[config.mk]
export PLATFORM = sky130hd
export DESIGN_NAME = fbmgn_front_flat
export DESIGN_NICKNAME = d
export VERILOG_FILES = /design/src/sv/fbmgn_pkg.sv /design/src/sv/fbmgn_if.sv /design/src/sv/fbmgn_front.sv /design/src/flat_wrapper.sv
export SDC_FILE = /design/constraint.sdc
export NUM_CORES = 1
export LEC_CHECK = 0
export BUFFER_PORTS_ARGS = -buffer_cell sky130_fd_sc_hd__buf_4
export CORE_ASPECT_RATIO = 1.75
export CORE_MARGIN = 2
export CORE_UTILIZATION = 52
export CTS_CLUSTER_DIAMETER = 40
export DETAILED_ROUTE_END_ITERATION = 12
export GPL_TIMING_DRIVEN = 0
export PLACE_DENSITY = 0.79
export SYNTH_ARGS = -nofsm -noshare
export SYNTH_HDL_FRONTEND = slang
export SYNTH_SLANG_ARGS = --single-unit
[constraint.sdc]
create_clock -name clk_i -period 5.6 [get_ports clk_i]
set_input_delay 0.84 -clock clk_i [delete_from_list [all_inputs] [get_ports clk_i]]
set_output_delay 0.84 -clock clk_i [all_outputs]
set_load 0.05 [all_outputs]
[src/sv/fbmgn_pkg.sv]
`timescale 1ns / 1ps
// ----------------------------------------------------------------------------
// fbmgn_pkg
// Shared types, constants and arithmetic helpers of the fractal noise height
// evaluator.
// ----------------------------------------------------------------------------
package fbmgn_pkg;

  // Field widths
  localparam int unsigned IDX_W   = 10;
  localparam int unsigned GRAD_W  = 16;
  localparam int unsigned COORD_W = 27;
  localparam int unsigned H_W     = 16;
  localparam int unsigned CLS_W   = 3;
  localparam int unsigned CFG_IW  = 2;
  localparam int unsigned OCT_W   = 3;   // octave counter, up to eight octaves
  localparam int unsigned DOT_W   = 34;  // corner dot product, Q.31
  localparam int unsigned FADE_W  = 17;  // fade weight, Q0.16 up to 1.0

  // Gradient table depth; the corner index wraps at this power of two.
  localparam int unsigned TABLE_ENTRIES = 1024;

  // Item opcodes
  typedef enum logic {
    OP_LOAD = 1'b0,
    OP_EVAL = 1'b1
  } op_e;

  // Configuration register indexes
  typedef enum logic [CFG_IW-1:0] {
    REG_WATER = 2'd0,
    REG_SAND  = 2'd1,
    REG_GRASS = 2'd2,
    REG_ROCK  = 2'd3
  } cfg_reg_e;

  // Terrain classes
  typedef enum logic [CLS_W-1:0] {
    CLS_WATER = 3'd0,
    CLS_SAND  = 3'd1,
    CLS_GRASS = 3'd2,
    CLS_ROCK  = 3'd3,
    CLS_SNOW  = 3'd4
  } cls_e;

  // Octave amplitudes, 0.6^i in Q.16
  localparam logic [16:0] AMP_Q16 [8] = '{
    17'd65536, 17'd39322, 17'd23593, 17'd14156,
    17'd8493,  17'd5096,  17'd3058,  17'd1835
  };

  // One queued item as classified by the front end
  typedef struct packed {
    op_e                        op;
    logic [IDX_W-1:0]           entry_index;
    logic signed [GRAD_W-1:0]   grad_x;
    logic signed [GRAD_W-1:0]   grad_y;
    logic signed [COORD_W-1:0]  coord_x;
    logic signed [COORD_W-1:0]  coord_y;
  } item_t;

  // Classification thresholds
  typedef struct packed {
    logic signed [H_W-1:0] water;
    logic signed [H_W-1:0] sand;
    logic signed [H_W-1:0] grass;
    logic signed [H_W-1:0] rock;
  } thresh_t;

  // Status of the back end
  typedef struct packed {
    logic             busy;
    logic [OCT_W-1:0] octave;
  } bk_status_t;

  // Sum of the amplitudes of the first n octaves
  function automatic longint amp_sum(input int n);
    longint s;
    s = 0;
    for (int i = 0; i < 8; i++) begin
      if (i < n) s = s + longint'(AMP_Q16[i]);
    end
    return s;
  endfunction

  // Fade weight round((3 t^2 2^16 - 2 t^3) / 2^32) from t and t^2
  function automatic logic [FADE_W-1:0] fade(input logic [31:0] t2, input logic [15:0] t);
    logic [51:0] v;
    logic [47:0] t3;
    t3 = 48'(t2) * 48'(t);
    v  = 52'({t2, 16'd0}) * 52'd3 - {3'd0, t3, 1'b0} + 52'h0_0000_8000_0000;
    return v[48:32];
  endfunction

  // a + round(s * (b - a) / 2^16)
  function automatic logic signed [DOT_W-1:0] lerp(input logic signed [DOT_W-1:0] a,
                                                   input logic signed [DOT_W-1:0] b,
                                                   input logic [FADE_W-1:0] s);
    logic signed [DOT_W:0]      diff;
    logic signed [DOT_W+18:0]   prod;
    logic signed [DOT_W+18:0]   rnd;
    diff = (DOT_W+1)'(b) - (DOT_W+1)'(a);
    prod = (DOT_W+19)'($signed({1'b0, s})) * (DOT_W+19)'(diff);
    rnd  = (prod + (DOT_W+19)'(32768)) >>> 16;
    return a + DOT_W'(rnd);
  endfunction

endpackage

[src/sv/fbmgn_if.sv]
`timescale 1ns / 1ps
// ----------------------------------------------------------------------------
// fbmgn_in_if / fbmgn_out_if
// Valid/ready channels for input items and result items.
// ----------------------------------------------------------------------------
interface fbmgn_in_if;
  logic        valid;
  logic        ready;
  logic        opcode;
  logic [9:0]  entry_index;
  logic [15:0] grad_x;
  logic [15:0] grad_y;
  logic [26:0] coord_x;
  logic [26:0] coord_y;

  modport source (output valid, opcode, entry_index, grad_x, grad_y, coord_x, coord_y,
                  input ready);
  modport sink   (input valid, opcode, entry_index, grad_x, grad_y, coord_x, coord_y,
                  output ready);
endinterface


[src/sv/fbmgn_front.sv]
`timescale 1ns / 1ps
// ----------------------------------------------------------------------------
// fbmgn_front
// Accepts input items, classifies them as load or evaluate and holds them in
// a two-entry queue for the back end.
// ----------------------------------------------------------------------------
module fbmgn_front (
  input  logic                clk_i,
  input  logic                rst_ni,
  fbmgn_in_if.sink            in_i,
  output logic                q_valid_o,
  output fbmgn_pkg::item_t    q_item_o,
  input  logic                q_pop_i
);
  import fbmgn_pkg::*;

  item_t      store_q [2];
  logic       wr_ptr_q, wr_ptr_d;
  logic       rd_ptr_q, rd_ptr_d;
  logic [1:0] count_q, count_d;
  logic       push;
  logic       pop;
  item_t      new_item;

  // Classify the incoming item.
  always_comb begin
    new_item.op          = in_i.opcode ? OP_EVAL : OP_LOAD;
    new_item.entry_index = in_i.entry_index;
    new_item.grad_x      = in_i.grad_x;
    new_item.grad_y      = in_i.grad_y;
    new_item.coord_x     = in_i.coord_x;
    new_item.coord_y     = in_i.coord_y;
  end

  assign in_i.ready = (count_q != 2'd2);
  assign push       = in_i.valid && in_i.ready;
  assign pop        = q_pop_i && (count_q != 2'd0);
  assign q_valid_o  = (count_q != 2'd0);
  assign q_item_o   = store_q[rd_ptr_q];

  // Queue pointers and fill count.
  always_comb begin
    wr_ptr_d = push ? ~wr_ptr_q : wr_ptr_q;
    rd_ptr_d = pop ? ~rd_ptr_q : rd_ptr_q;
    count_d  = count_q + 2'(push) - 2'(pop);
  end

  always_ff @(posedge clk_i or negedge rst_ni) begin
    if (!rst_ni) begin
      wr_ptr_q <= 1'b0;
      rd_ptr_q <= 1'b0;
      count_q  <= 2'd0;
    end else begin
      wr_ptr_q <= wr_ptr_d;
      rd_ptr_q <= rd_ptr_d;
      count_q  <= count_d;
    end
  end

  // Queue storage.
  always_ff @(posedge clk_i) begin
    if (push) store_q[wr_ptr_q] <= new_item;
  end

endmodule

[src/flat_wrapper.sv]
// flat-port wrapper written by rule: the top's interface ports become plain ports
module fbmgn_front_flat import fbmgn_pkg::*;
  (clk_i, rst_ni, q_valid_o, q_item_o, q_pop_i, in_i_valid, in_i_opcode, in_i_entry_index, in_i_grad_x, in_i_grad_y, in_i_coord_x, in_i_coord_y, in_i_ready);
  fbmgn_in_if in_i_i ();
  input  logic clk_i;
  input  logic rst_ni;
  output logic q_valid_o;
  output fbmgn_pkg::item_t q_item_o;
  input  logic q_pop_i;
  input wire logic [$bits(in_i_i.valid)-1:0] in_i_valid;
  input wire logic [$bits(in_i_i.opcode)-1:0] in_i_opcode;
  input wire logic [$bits(in_i_i.entry_index)-1:0] in_i_entry_index;
  input wire logic [$bits(in_i_i.grad_x)-1:0] in_i_grad_x;
  input wire logic [$bits(in_i_i.grad_y)-1:0] in_i_grad_y;
  input wire logic [$bits(in_i_i.coord_x)-1:0] in_i_coord_x;
  input wire logic [$bits(in_i_i.coord_y)-1:0] in_i_coord_y;
  output wire logic [$bits(in_i_i.ready)-1:0] in_i_ready;
  assign in_i_i.valid = in_i_valid;
  assign in_i_i.opcode = in_i_opcode;
  assign in_i_i.entry_index = in_i_entry_index;
  assign in_i_i.grad_x = in_i_grad_x;
  assign in_i_i.grad_y = in_i_grad_y;
  assign in_i_i.coord_x = in_i_coord_x;
  assign in_i_i.coord_y = in_i_coord_y;
  assign in_i_ready = in_i_i.ready;
  fbmgn_front u_core (.clk_i(clk_i), .rst_ni(rst_ni), .in_i(in_i_i), .q_valid_o(q_valid_o), .q_item_o(q_item_o), .q_pop_i(q_pop_i));
endmodule
==> impl_metrics.py, run 1 <==
metrics = {
    "clocking": {
        "clock_latency_ps": 410,
        "clock-sinks": 198,
        "cts_tree": "yes",
        "post_cts_buffers": 0,
        "htree_levels": 4,
        "clock-root-buffer": "clkbuf_16",
        "cts_resized": 0,
        "clock_path_buffers": 2,
        "cts_inserted_buffers": 17,
        "cts_hold_buf": 0,
        "path_clk_slew_ps": 70,
    },
    "floorplanning": {
        "core_area_um2": 13800,
        "rows": 57,
        "die_area_um2": 15000,
        "start_util_pct": 52.9,
        "die_h_um": 160,
        "die_x_um": 93.4,
        "pin_count": 200,
    },
    "drt": {
        "dr_total_vias": 3652,
        "wire_per_inst_um": 18.5,
        "viasPerCell": 4.98,
        "drc": 0,
        "drt-initial-drc-count": 170,
        "firstDrtPassIters": 4,
        "antenna_left": 0,
        "drt-total-wl_um": 13600,
    },
    "layout": {
        "fin_area_um2": 9630,
        "nets": 646,
        "n_antenna_cell": 0,
        "fin_cells": 733,
        "drive_gt1_share_pct": 61.7,
        "fillers": 873,
        "post-route-util_pct": 70.0,
        "area_growth_syn_to_layout_pct": 32.4,
    },
    "synth": {
        "netlist_area_um2": 7280,
        "synth_top_area_share_pct": 80.1,
        "synth_async_sr_flop_share_pct": 2.02,
        "synth_nets": 424,
        "ys.flop_type": "edfxtp_1",
        "ys_types": 16,
        "synthTopCellsByCount": "194 x edfxtp_1, 77 x mux2_2, 20 x mux2_4, 7 x buf_2",
        "avgSynthCellArea_um2": 22.7,
        "yosysMostFrequentCell": "edfxtp_1",
        "ys_ff_latch": 198,
        "synth_edf_count": 194,
        "seq_area_frac_synth_pct": 81.4,
        "syn_inst": 321,
        "synth_warnings": 0,
        "synthTopCellsByArea": "edfxtp_1 80%, mux2_2 12%, mux2_4 4.1%",
        "synth_area_leader_cell": "edfxtp_1",
    },
    "setup_path": {
        "critical_path.top_delay_family": "buffers and inverters",
        "worstReg2RegStart": "u_core.count_q[1]",
        "cp_cell_sequence": "buf_6 -> buf_6 -> buf_6 -> mux2_4 -> buf_4",
        "r2r_cells": 5,
        "required_ps": 4760,
        "path_class": "reg -> out",
        "worstSetupEndpointType": "output pin",
        "reg2reg_to": "u_core.store_q[0][43]",
        "cp_slowest_cell": "dfrtp_1",
        "critPathArrivalTime_ps": 1760,
        "rrSetupSlack_ps": 3460,
        "critPathLaunch": "u_core.rd_ptr_q",
        "critPathLaunchType": "flop",
        "path_common_cell": "buf_6",
        "slowest_delay_ps": 340,
        "critPathMaxFanout": 10,
        "path_buf_inv": 4,
    },
    "placed_design": {
        "dp_hpwl_um": 9720,
        "dpl.cell_count": 701,
        "globalplace.congestion": 0.757,
        "portBuffers": 199,
        "postPlaceCellArea_um2": 9100,
    },
    "status": {
        "status": "complete, no violations",
    },
    "flow_run": {
        "max_cap_violations": 0,
    },
    "sta": {
        "fin_skew_ps": 11.2,
        "final_hold_viol_count": 0,
        "rsz0062_at_grt": "false",
        "drv_slew": 0,
        "tns_ps": 0,
        "slew_headroom_pct": 50.7,
        "final-setup-viol-count": 0,
        "timing.hold.ws_ps": 211,
        "max_slew.worst_pin.slew_ps": 738,
        "fmax_mhz": 385,
        "timing.final.crit_share_pct": 46.4,
        "period_needed_ps": 2600,
    },
    "global_route": {
        "grt_use_total_pct": 18.6,
        "grt_max_degree": 56,
        "antenna_found_initial": 0,
        "first_global_vias": 4071,
        "grt_first_pass_wirelength_um": 20600,
        "overflow": 0,
    },
    "pwr": {
        "pwr_density_cell_nw_per_um2": 613,
        "leakagePower_nw": 3.67,
        "ir_drop_v": 0.000555,
    },
    "min_path": {
        "min_path_type": "in -> async",
    },
}
## cells by family (layout without fill, tap and decap cells)
family	count (synthesis)	in the layout	synth area share [%]
xor+xnor	4	4	0.482
simple gates	6	6	0.447
buf+inv	14	249	1.26
mux	97	97	16.0
fa+ha+maj	2	2	0.344
flops	198	198	81.4
## final cells by class
| cell class | instances | area (µm²) | share of cell area, % |
|---|---|---|---|
| Sequential cell | 198 | 5930 | 61.5 |
| Timing Repair Buffer | 203 | 1590 | 16.5 |
| Multi-Input combinational cell | 109 | 1270 | 13.2 |
| Clock buffer | 20 | 437 | 4.53 |
| Tap cell | 177 | 221 | 2.30 |
| Clock inverter | 12 | 97.6 | 1.01 |
| Buffer | 11 | 80.1 | 0.831 |
| Inverter | 3 | 11.3 | 0.117 |
## report_power, final
part | switching (W) | total [W] | leakage [nW] | internal (W)
Sequential | 0.0000783 | 0.00210 | 1.85 | 0.00202
Clock | 0.000515 | 0.00109 | 0.251 | 0.000577
Combinational | 0.00178 | 0.00272 | 1.58 | 0.000931
Total | 0.00238 | 0.00591 | 3.67 | 0.00353
## worst max path at each step
stage / end / slack, ps / cells after the start
final: q_item_o[79] / 3000 / 5
after global routing: q_item_o[77] / 2900 / 5
after CTS: q_item_o[79] / 2970 / 5
after detailed placement: u_core.store_q[0][69] / 3070 / 5
after global placement: u_core.store_q[0][67] / 410 / 3
after floorplan: u_core.store_q[0][0] / 1620 / 3
## metrics by stage
| stage | worst slack, ps | power [W] |
|---|---|---|
| detailed placement | 3070 | 0.00488 |
| global placement | 406 | 0.00482 |
| global route | 2900 | 0.00614 |
| floorplan | 1620 | 0.00409 |
| finish | 3000 | 0.00591 |
| CTS | 2970 | 0.00597 |
## flip-flops by register name, summed over array words and instances, names as in the netlist
signal and flops:
u_core.store_q 194, u_core.count_q 2, u_core.rd_ptr_q 1, u_core.wr_ptr_q 1
## routing by layer
metal | vias to the layer above | routed length [µm] | global-route usage, %
met5 | - | 0 | 0
met4 | 0 | 359 | 7.09
met3 | 20 | 699 | 4.74
li1 | 1711 | - | -
met2 | 117 | 8020 | 35.0
met1 | 1804 | 4520 | 19.3
## worst reg2reg max path: cells and delay by family, from the launching register on
family / cells / cell delay (ps)
AND/OR/NAND/NOR: 3 / 900
flip-flops: 1 / 410
buffers and inverters: 2 / 520
## layout by cell type, fill, tap and decap left out
cell,netlist,layout
and2_1,1,1
and3_4,0,1
buf_12,0,2
buf_16,0,2
buf_2,7,7
buf_4,0,199
buf_6,4,4
clkbuf_1,0,3
clkbuf_16,0,17
clkinv_2,0,2
clkinv_4,0,2
clkinvlp_4,0,4
dfrtp_1,4,4
edfxtp_1,194,194
ha_1,2,2
inv_1,3,3
inv_6,0,2
inv_8,0,2
mux2_2,77,77
mux2_4,20,20
nand2_1,1,1
nand2b_1,1,1
nor2_4,0,1
or2_2,1,1
xnor2_1,3,3
xor2_1,1,1
Note: power is estimated with default switching activity, not from simulation.
==> run 2: changes to the inputs <==
- clock period: 5.6 -> 2.7 ns (I/O delays scaled with it)
==> run 2 against run 1 <==
Net effect: sequential cell count is the same; combinational power grew 110%; first-iteration DRC count shrank 15%; clock power grew 120%; routed wire length is essentially flat; global-route usage shrank 0.27 points; critical path depth is the same; highest routed layer unchanged.
==> impl_metrics.py, run 2 (same netlist as run 1, synthesis figures left out) <==
metrics = {
    "status": {
        "status": "complete, no violations",
    },
    "clocking": {
        "path_clk_slew_ps": 70,
        "cts_resized": 0,
        "cts_tree": "yes",
        "clock-root-buffer": "clkbuf_16",
        "clock-sinks": 198,
        "htree_levels": 4,
        "clock_latency_ps": 420,
        "cts_inserted_buffers": 17,
        "clock_path_buffers": 2,
    },
    "global_route": {
        "overflow": 0,
        "grt_first_pass_wirelength_um": 20400,
        "first_global_vias": 4081,
        "grt_use_total_pct": 18.3,
        "antenna_found_initial": 0,
        "grt_max_degree": 56,
    },
    "sta": {
        "setup_ws_ps": 521,
        "final_hold_viol_count": 0,
        "final-setup-viol-count": 0,
        "slew_headroom_pct": 55.0,
        "tns_ps": 0,
        "max_slew.worst_pin.slew_ps": 673,
        "drv_slew": 0,
        "fmax_mhz": 459,
        "rsz0062_at_grt": "false",
        "fin_skew_ps": 10.8,
        "period_needed_ps": 2180,
        "timing.final.crit_share_pct": 80.7,
    },
    "placed_design": {
        "globalplace.congestion": 0.683,
        "portBuffers": 199,
        "dp_hpwl_um": 9710,
        "preCtsSetupSlack_ps": 661,
    },
    "layout": {
        "regMostFlops": "u_core.store_q",
        "n_antenna_cell": 0,
        "fillers": 897,
        "area_growth_syn_to_layout_pct": 33.0,
        "largest_reg_flops": 194,
        "final_cell_mix": "199 x buf_4, 194 x edfxtp_1, 77 x mux2_2",
        "top_regs": "u_core.store_q (194), u_core.count_q (2)",
        "layout_commonest_cell": "buf_4",
        "post-route-util_pct": 70.3,
        "drive_gt1_share_pct": 62.1,
        "nets": 647,
    },
    "min_path": {
        "hold_end": "u_core.store_q[1][15]",
        "min_path_type": "in -> reg",
        "min_path_cells": 1,
        "min-delay-start": "in_i_coord_y[15]",
    },
    "setup_path": {
        "required_ps": 2300,
        "critPathMaxFanout": 10,
        "critical_path.top_delay_family": "buffers and inverters",
        "r2r_cells": 5,
        "reg2reg_to": "u_core.store_q[0][36]",
        "critPathLaunchType": "flop",
        "path_class": "reg -> out",
        "slowest_delay_ps": 350,
        "critPathArrivalTime_ps": 1770,
        "path_buf_inv": 4,
        "cp_cell_sequence": "buf_6 -> buf_6 -> buf_6 -> mux2_4 -> buf_4",
        "worstSetupEndpointType": "output pin",
        "rrSetupSlack_ps": 650,
        "cp_slowest_cell": "dfrtp_1",
        "path_common_cell": "buf_6",
        "worstReg2RegStart": "u_core.count_q[1]",
    },
    "drt": {
        "wirelength_met1_um": 4450,
        "maxUsedRoutingLayer": "met4",
        "drt-total-wl_um": 13600,
        "firstDrtPassIters": 4,
        "wl_met2_um": 7830,
        "antenna_left": 0,
        "drc": 0,
        "viasPerCell": 5.05,
        "dr_total_vias": 3702,
        "drt-initial-drc-count": 144,
        "wl_met3_um": 804,
        "wire_per_inst_um": 18.6,
    },
    "pwr": {
        "ir_drop_v": 0.00109,
        "leakagePower_nw": 3.71,
        "power_w": 0.0124,
        "pwr_density_cell_nw_per_um2": 1280,
    },
    "floorplanning": {
        "die_x_um": 93.4,
        "die_h_um": 160,
        "start_util_pct": 52.9,
        "pin_count": 200,
        "core_area_um2": 13800,
        "die_area_um2": 15000,
        "rows": 57,
    },
    "flow_run": {
        "max_cap_violations": 0,
    },
}
run 2: report_power, final:
group          internal [W]  switching (W)
Sequential          0.00420       0.000171
Clock               0.00130        0.00111
Combinational       0.00193        0.00370
Total               0.00743        0.00498
run 2: cell type report:
class	instances	area (µm²)	share of cell area, %
Clock buffer	18	429	4.43
Sequential cell	198	5930	61.2
Clock inverter	13	141	1.46
Timing Repair Buffer	204	1590	16.4
Inverter	3	11.3	0.116
Tap cell	177	221	2.29
Multi-Input combinational cell	109	1280	13.2
Buffer	11	80.1	0.827
run 2: repair_timing:
action,CTS,global route
hold endpoints to repair,4,0
buffers inserted,0,0
hold buffers,1,0
run 2: how the worst max path moves through the flow:
stage | start | to | slack (ps) | cells past startpoint
5_1_grt | u_core.rd_ptr_q | q_item_o[80] | 420 | 5
3_5_place_dp | u_core.count_q[1] | u_core.store_q[0][86] | 660 | 5
4_1_cts | u_core.rd_ptr_q | q_item_o[76] | 470 | 5
6_report | u_core.rd_ptr_q | q_item_o[76] | 520 | 5
2_1_floorplan | u_core.count_q[1] | u_core.store_q[0][0] | 70 | 3
3_3_place_gp | u_core.count_q[1] | u_core.store_q[0][11] | -510 | 3
run 2: stage by stage:
| stage | cell area (µm²) | instances | hold WS, ps |
|---|---|---|---|
| after floorplan | 7290 | 321 | 109 |
| after global placement | 9010 | 697 | 203 |
| after detailed placement | 9100 | 701 | 210 |
| after CTS | 9680 | 733 | 149 |
| after global routing | 9680 | 733 | 142 |
| final | 9680 | 733 | 163 |
run 2: worst register-to-register path, stage by stage, from the launching register on:
cell,delay (ps)
dfrtp_1,440
nand2b_4,100
nand2_1,130
nor2_4,570
buf_12,280
buf_12,210
run 2: routing by layer:
layer | track usage [%] | up-vias
li1 | - | 1712
met1 | 17.6 | 1821
met2 | 33.8 | 136
met3 | 5.53 | 33
met4 | 9.96 | 0
met5 | 0 | -
==> run 3: changes to the inputs <==
- clock period: 2.7 -> 2.17 ns (I/O delays scaled with it)
==> run 3 against run 2 <==
Net effect: total power is 25% higher; register-to-register slack got worse by 360 ps; die area unchanged; combinational power increased by 25%; highest routed layer unchanged; critical path type unchanged; design area increased by 0.30%; global-route usage is 0.11 points higher; sequential power up 24%; final cell count increased by 0.14%; non-clock buffer count did not move; largest cell class unchanged; critical path depth unchanged.
==> impl_metrics.py, run 3 (same netlist as run 1, synthesis figures left out) <==
metrics = {
    "setup_path": {
        "critPathLaunchType": "flop",
        "required_ps": 1840,
        "critPathArrivalTime_ps": 1760,
        "r2r_cells": 7,
        "path_class": "reg -> out",
        "rrSetupSlack_ps": 290,
        "worstReg2RegStart": "u_core.count_q[1]",
        "critPathMaxFanout": 10,
        "worstSetupEndpointType": "output pin",
        "reg2reg_to": "u_core.count_q[1]",
    },
    "sta": {
        "slew_headroom_pct": 56.7,
        "timing.hold.ws_ps": 70.4,
        "timing.final.crit_share_pct": 95.9,
        "setup_ws_ps": 88.3,
        "fmax_mhz": 480,
        "rsz0062_at_grt": "true",
        "drv_slew": 0,
        "final-setup-viol-count": 0,
        "final_hold_viol_count": 0,
        "fin_skew_ps": 17.2,
        "period_needed_ps": 2080,
        "max_slew.worst_pin.slew_ps": 650,
    },
    "min_path": {
        "min_path_cells": 1,
        "hold_end": "u_core.store_q[0][91]",
        "min-delay-start": "in_i_entry_index[5]",
        "min_path_type": "in -> reg",
    },
    "global_route": {
        "antenna_found_initial": 0,
        "grt_use_total_pct": 18.4,
        "grt_max_degree": 55,
        "overflow": 0,
        "first_global_vias": 4113,
        "grt_first_pass_wirelength_um": 20400,
    },
    "floorplanning": {
        "rows": 57,
        "core_area_um2": 13800,
        "start_util_pct": 52.9,
        "pin_count": 200,
        "die_x_um": 93.4,
        "die_area_um2": 15000,
        "die_h_um": 160,
    },
    "layout": {
        "fin_area_um2": 9710,
        "area_growth_syn_to_layout_pct": 33.4,
        "multi_input_area_um2": 1290,
        "n_antenna_cell": 0,
        "fillers": 907,
        "final_cell_mix": "199 x buf_4, 194 x edfxtp_1, 77 x mux2_2",
        "drive_gt1_share_pct": 62.3,
        "top_regs": "u_core.store_q (194), u_core.count_q (2)",
        "nets": 647,
        "layout_commonest_cell": "buf_4",
        "regMostFlops": "u_core.store_q",
        "largest_reg_flops": 194,
        "seqCellArea_um2": 5930,
    },
    "placed_design": {
        "dp_hpwl_um": 9670,
        "portBuffers": 199,
        "postPlaceCellArea_um2": 9110,
        "preCtsSetupSlack_ps": 284,
        "globalplace.congestion": 0.732,
    },
    "clocking": {
        "clock-root-buffer": "clkbuf_16",
        "clock_latency_ps": 430,
        "cts_tree": "yes",
        "clock-sinks": 198,
        "clock_path_buffers": 2,
        "path_clk_slew_ps": 80,
        "htree_levels": 4,
        "cts_inserted_buffers": 17,
    },
    "drt": {
        "drc": 0,
        "wire_per_inst_um": 18.4,
        "drt-initial-drc-count": 148,
        "antenna_left": 0,
        "viasPerCell": 5.06,
        "dr_total_vias": 3713,
        "drt-total-wl_um": 13500,
        "firstDrtPassIters": 6,
    },
    "pwr": {
        "switching_power_w": 0.00628,
        "power_frac_seq_pct": 35.1,
        "clockPowerShare_pct": 19.4,
        "ir_drop_v": 0.00108,
        "leakagePower_nw": 3.72,
        "internal_power_w": 0.00918,
        "swShare_pct": 40.6,
        "combPwrFrac_pct": 45.5,
        "pwr_density_cell_nw_per_um2": 1590,
    },
    "flow_run": {
        "max_cap_violations": 0,
    },
    "status": {
        "status": "complete, no violations",
    },
}
run 3: layout make-up:
cell class,count,share of cell area (%)
plain buffers,11,0.928
multi-input cells,109,13.3
flip-flops and latches,198,61.0
repair buffers,204,16.4
clock buffers,17,4.38
clock inverters,15,1.61
inverters,3,0.116
well taps,177,2.28
run 3: what timing repair did:
item,4_1_cts,5_1_grt
endpoints found under the hold margin,4,0
hold buffers,1,0
setup buffers,0,0
endpoints found under the setup margin,0,20
resized for setup,0,3
run 3: worst max-delay path by stage:
stage | slack (ps) | startpoint | endpoint | depth (start not counted)
3_3_place_gp | -950 | u_core.count_q[1] | u_core.store_q[0][81] | 3
4_1_cts | 30 | u_core.rd_ptr_q | q_item_o[86] | 5
6_report | 90 | u_core.rd_ptr_q | q_item_o[80] | 5
3_5_place_dp | 280 | u_core.count_q[1] | u_core.store_q[1][2] | 3
5_1_grt | -2 | u_core.rd_ptr_q | q_item_o[80] | 5
2_1_floorplan | -380 | u_core.count_q[1] | u_core.store_q[0][0] | 3
run 3: routing by layer:
layer / share of wire, % / GRT usage [%] / wire length, µm / up-vias
met2: 57 / 34.1 / 7770 / 135
li1: - / - / - / 1720
met5: 0 / 0 / 0 / -
met4: 2.7 / 8.49 / 359 / 0
met1: 34 / 18.3 / 4620 / 1834
met3: 5.7 / 5.68 / 765 / 24
run 3: through the flow:
stage	setup TNS [ps]	utilization, %	cells	power [W]
global route	-1.77	70.5	734	0.0160
finish	0	70.5	734	0.0155
detailed placement	0	66.2	701	0.0126
global placement	-147960	65.5	697	0.0124
CTS	0	70.5	734	0.0156
floorplan	-50500	-	321	0.0105
run 3: power groups by stage:
stage / sequential [W] / clock [W] / combinational [W]
final: 0.00543 / 0.00301 / 0.00703
after global routing: 0.00550 / 0.00321 / 0.00732
after CTS: 0.00543 / 0.00308 / 0.00711
after detailed placement: 0.00552 / 0 / 0.00707
after global placement: 0.00552 / 0 / 0.00687
after floorplan: 0.00547 / 0 / 0.00507
run 3: worst max-delay path, cell delays in order (launching register included):
cell	delay (ps)
dfrtp_1	340
buf_6	140
buf_6	170
buf_8	170
mux2_4	310
buf_4	190
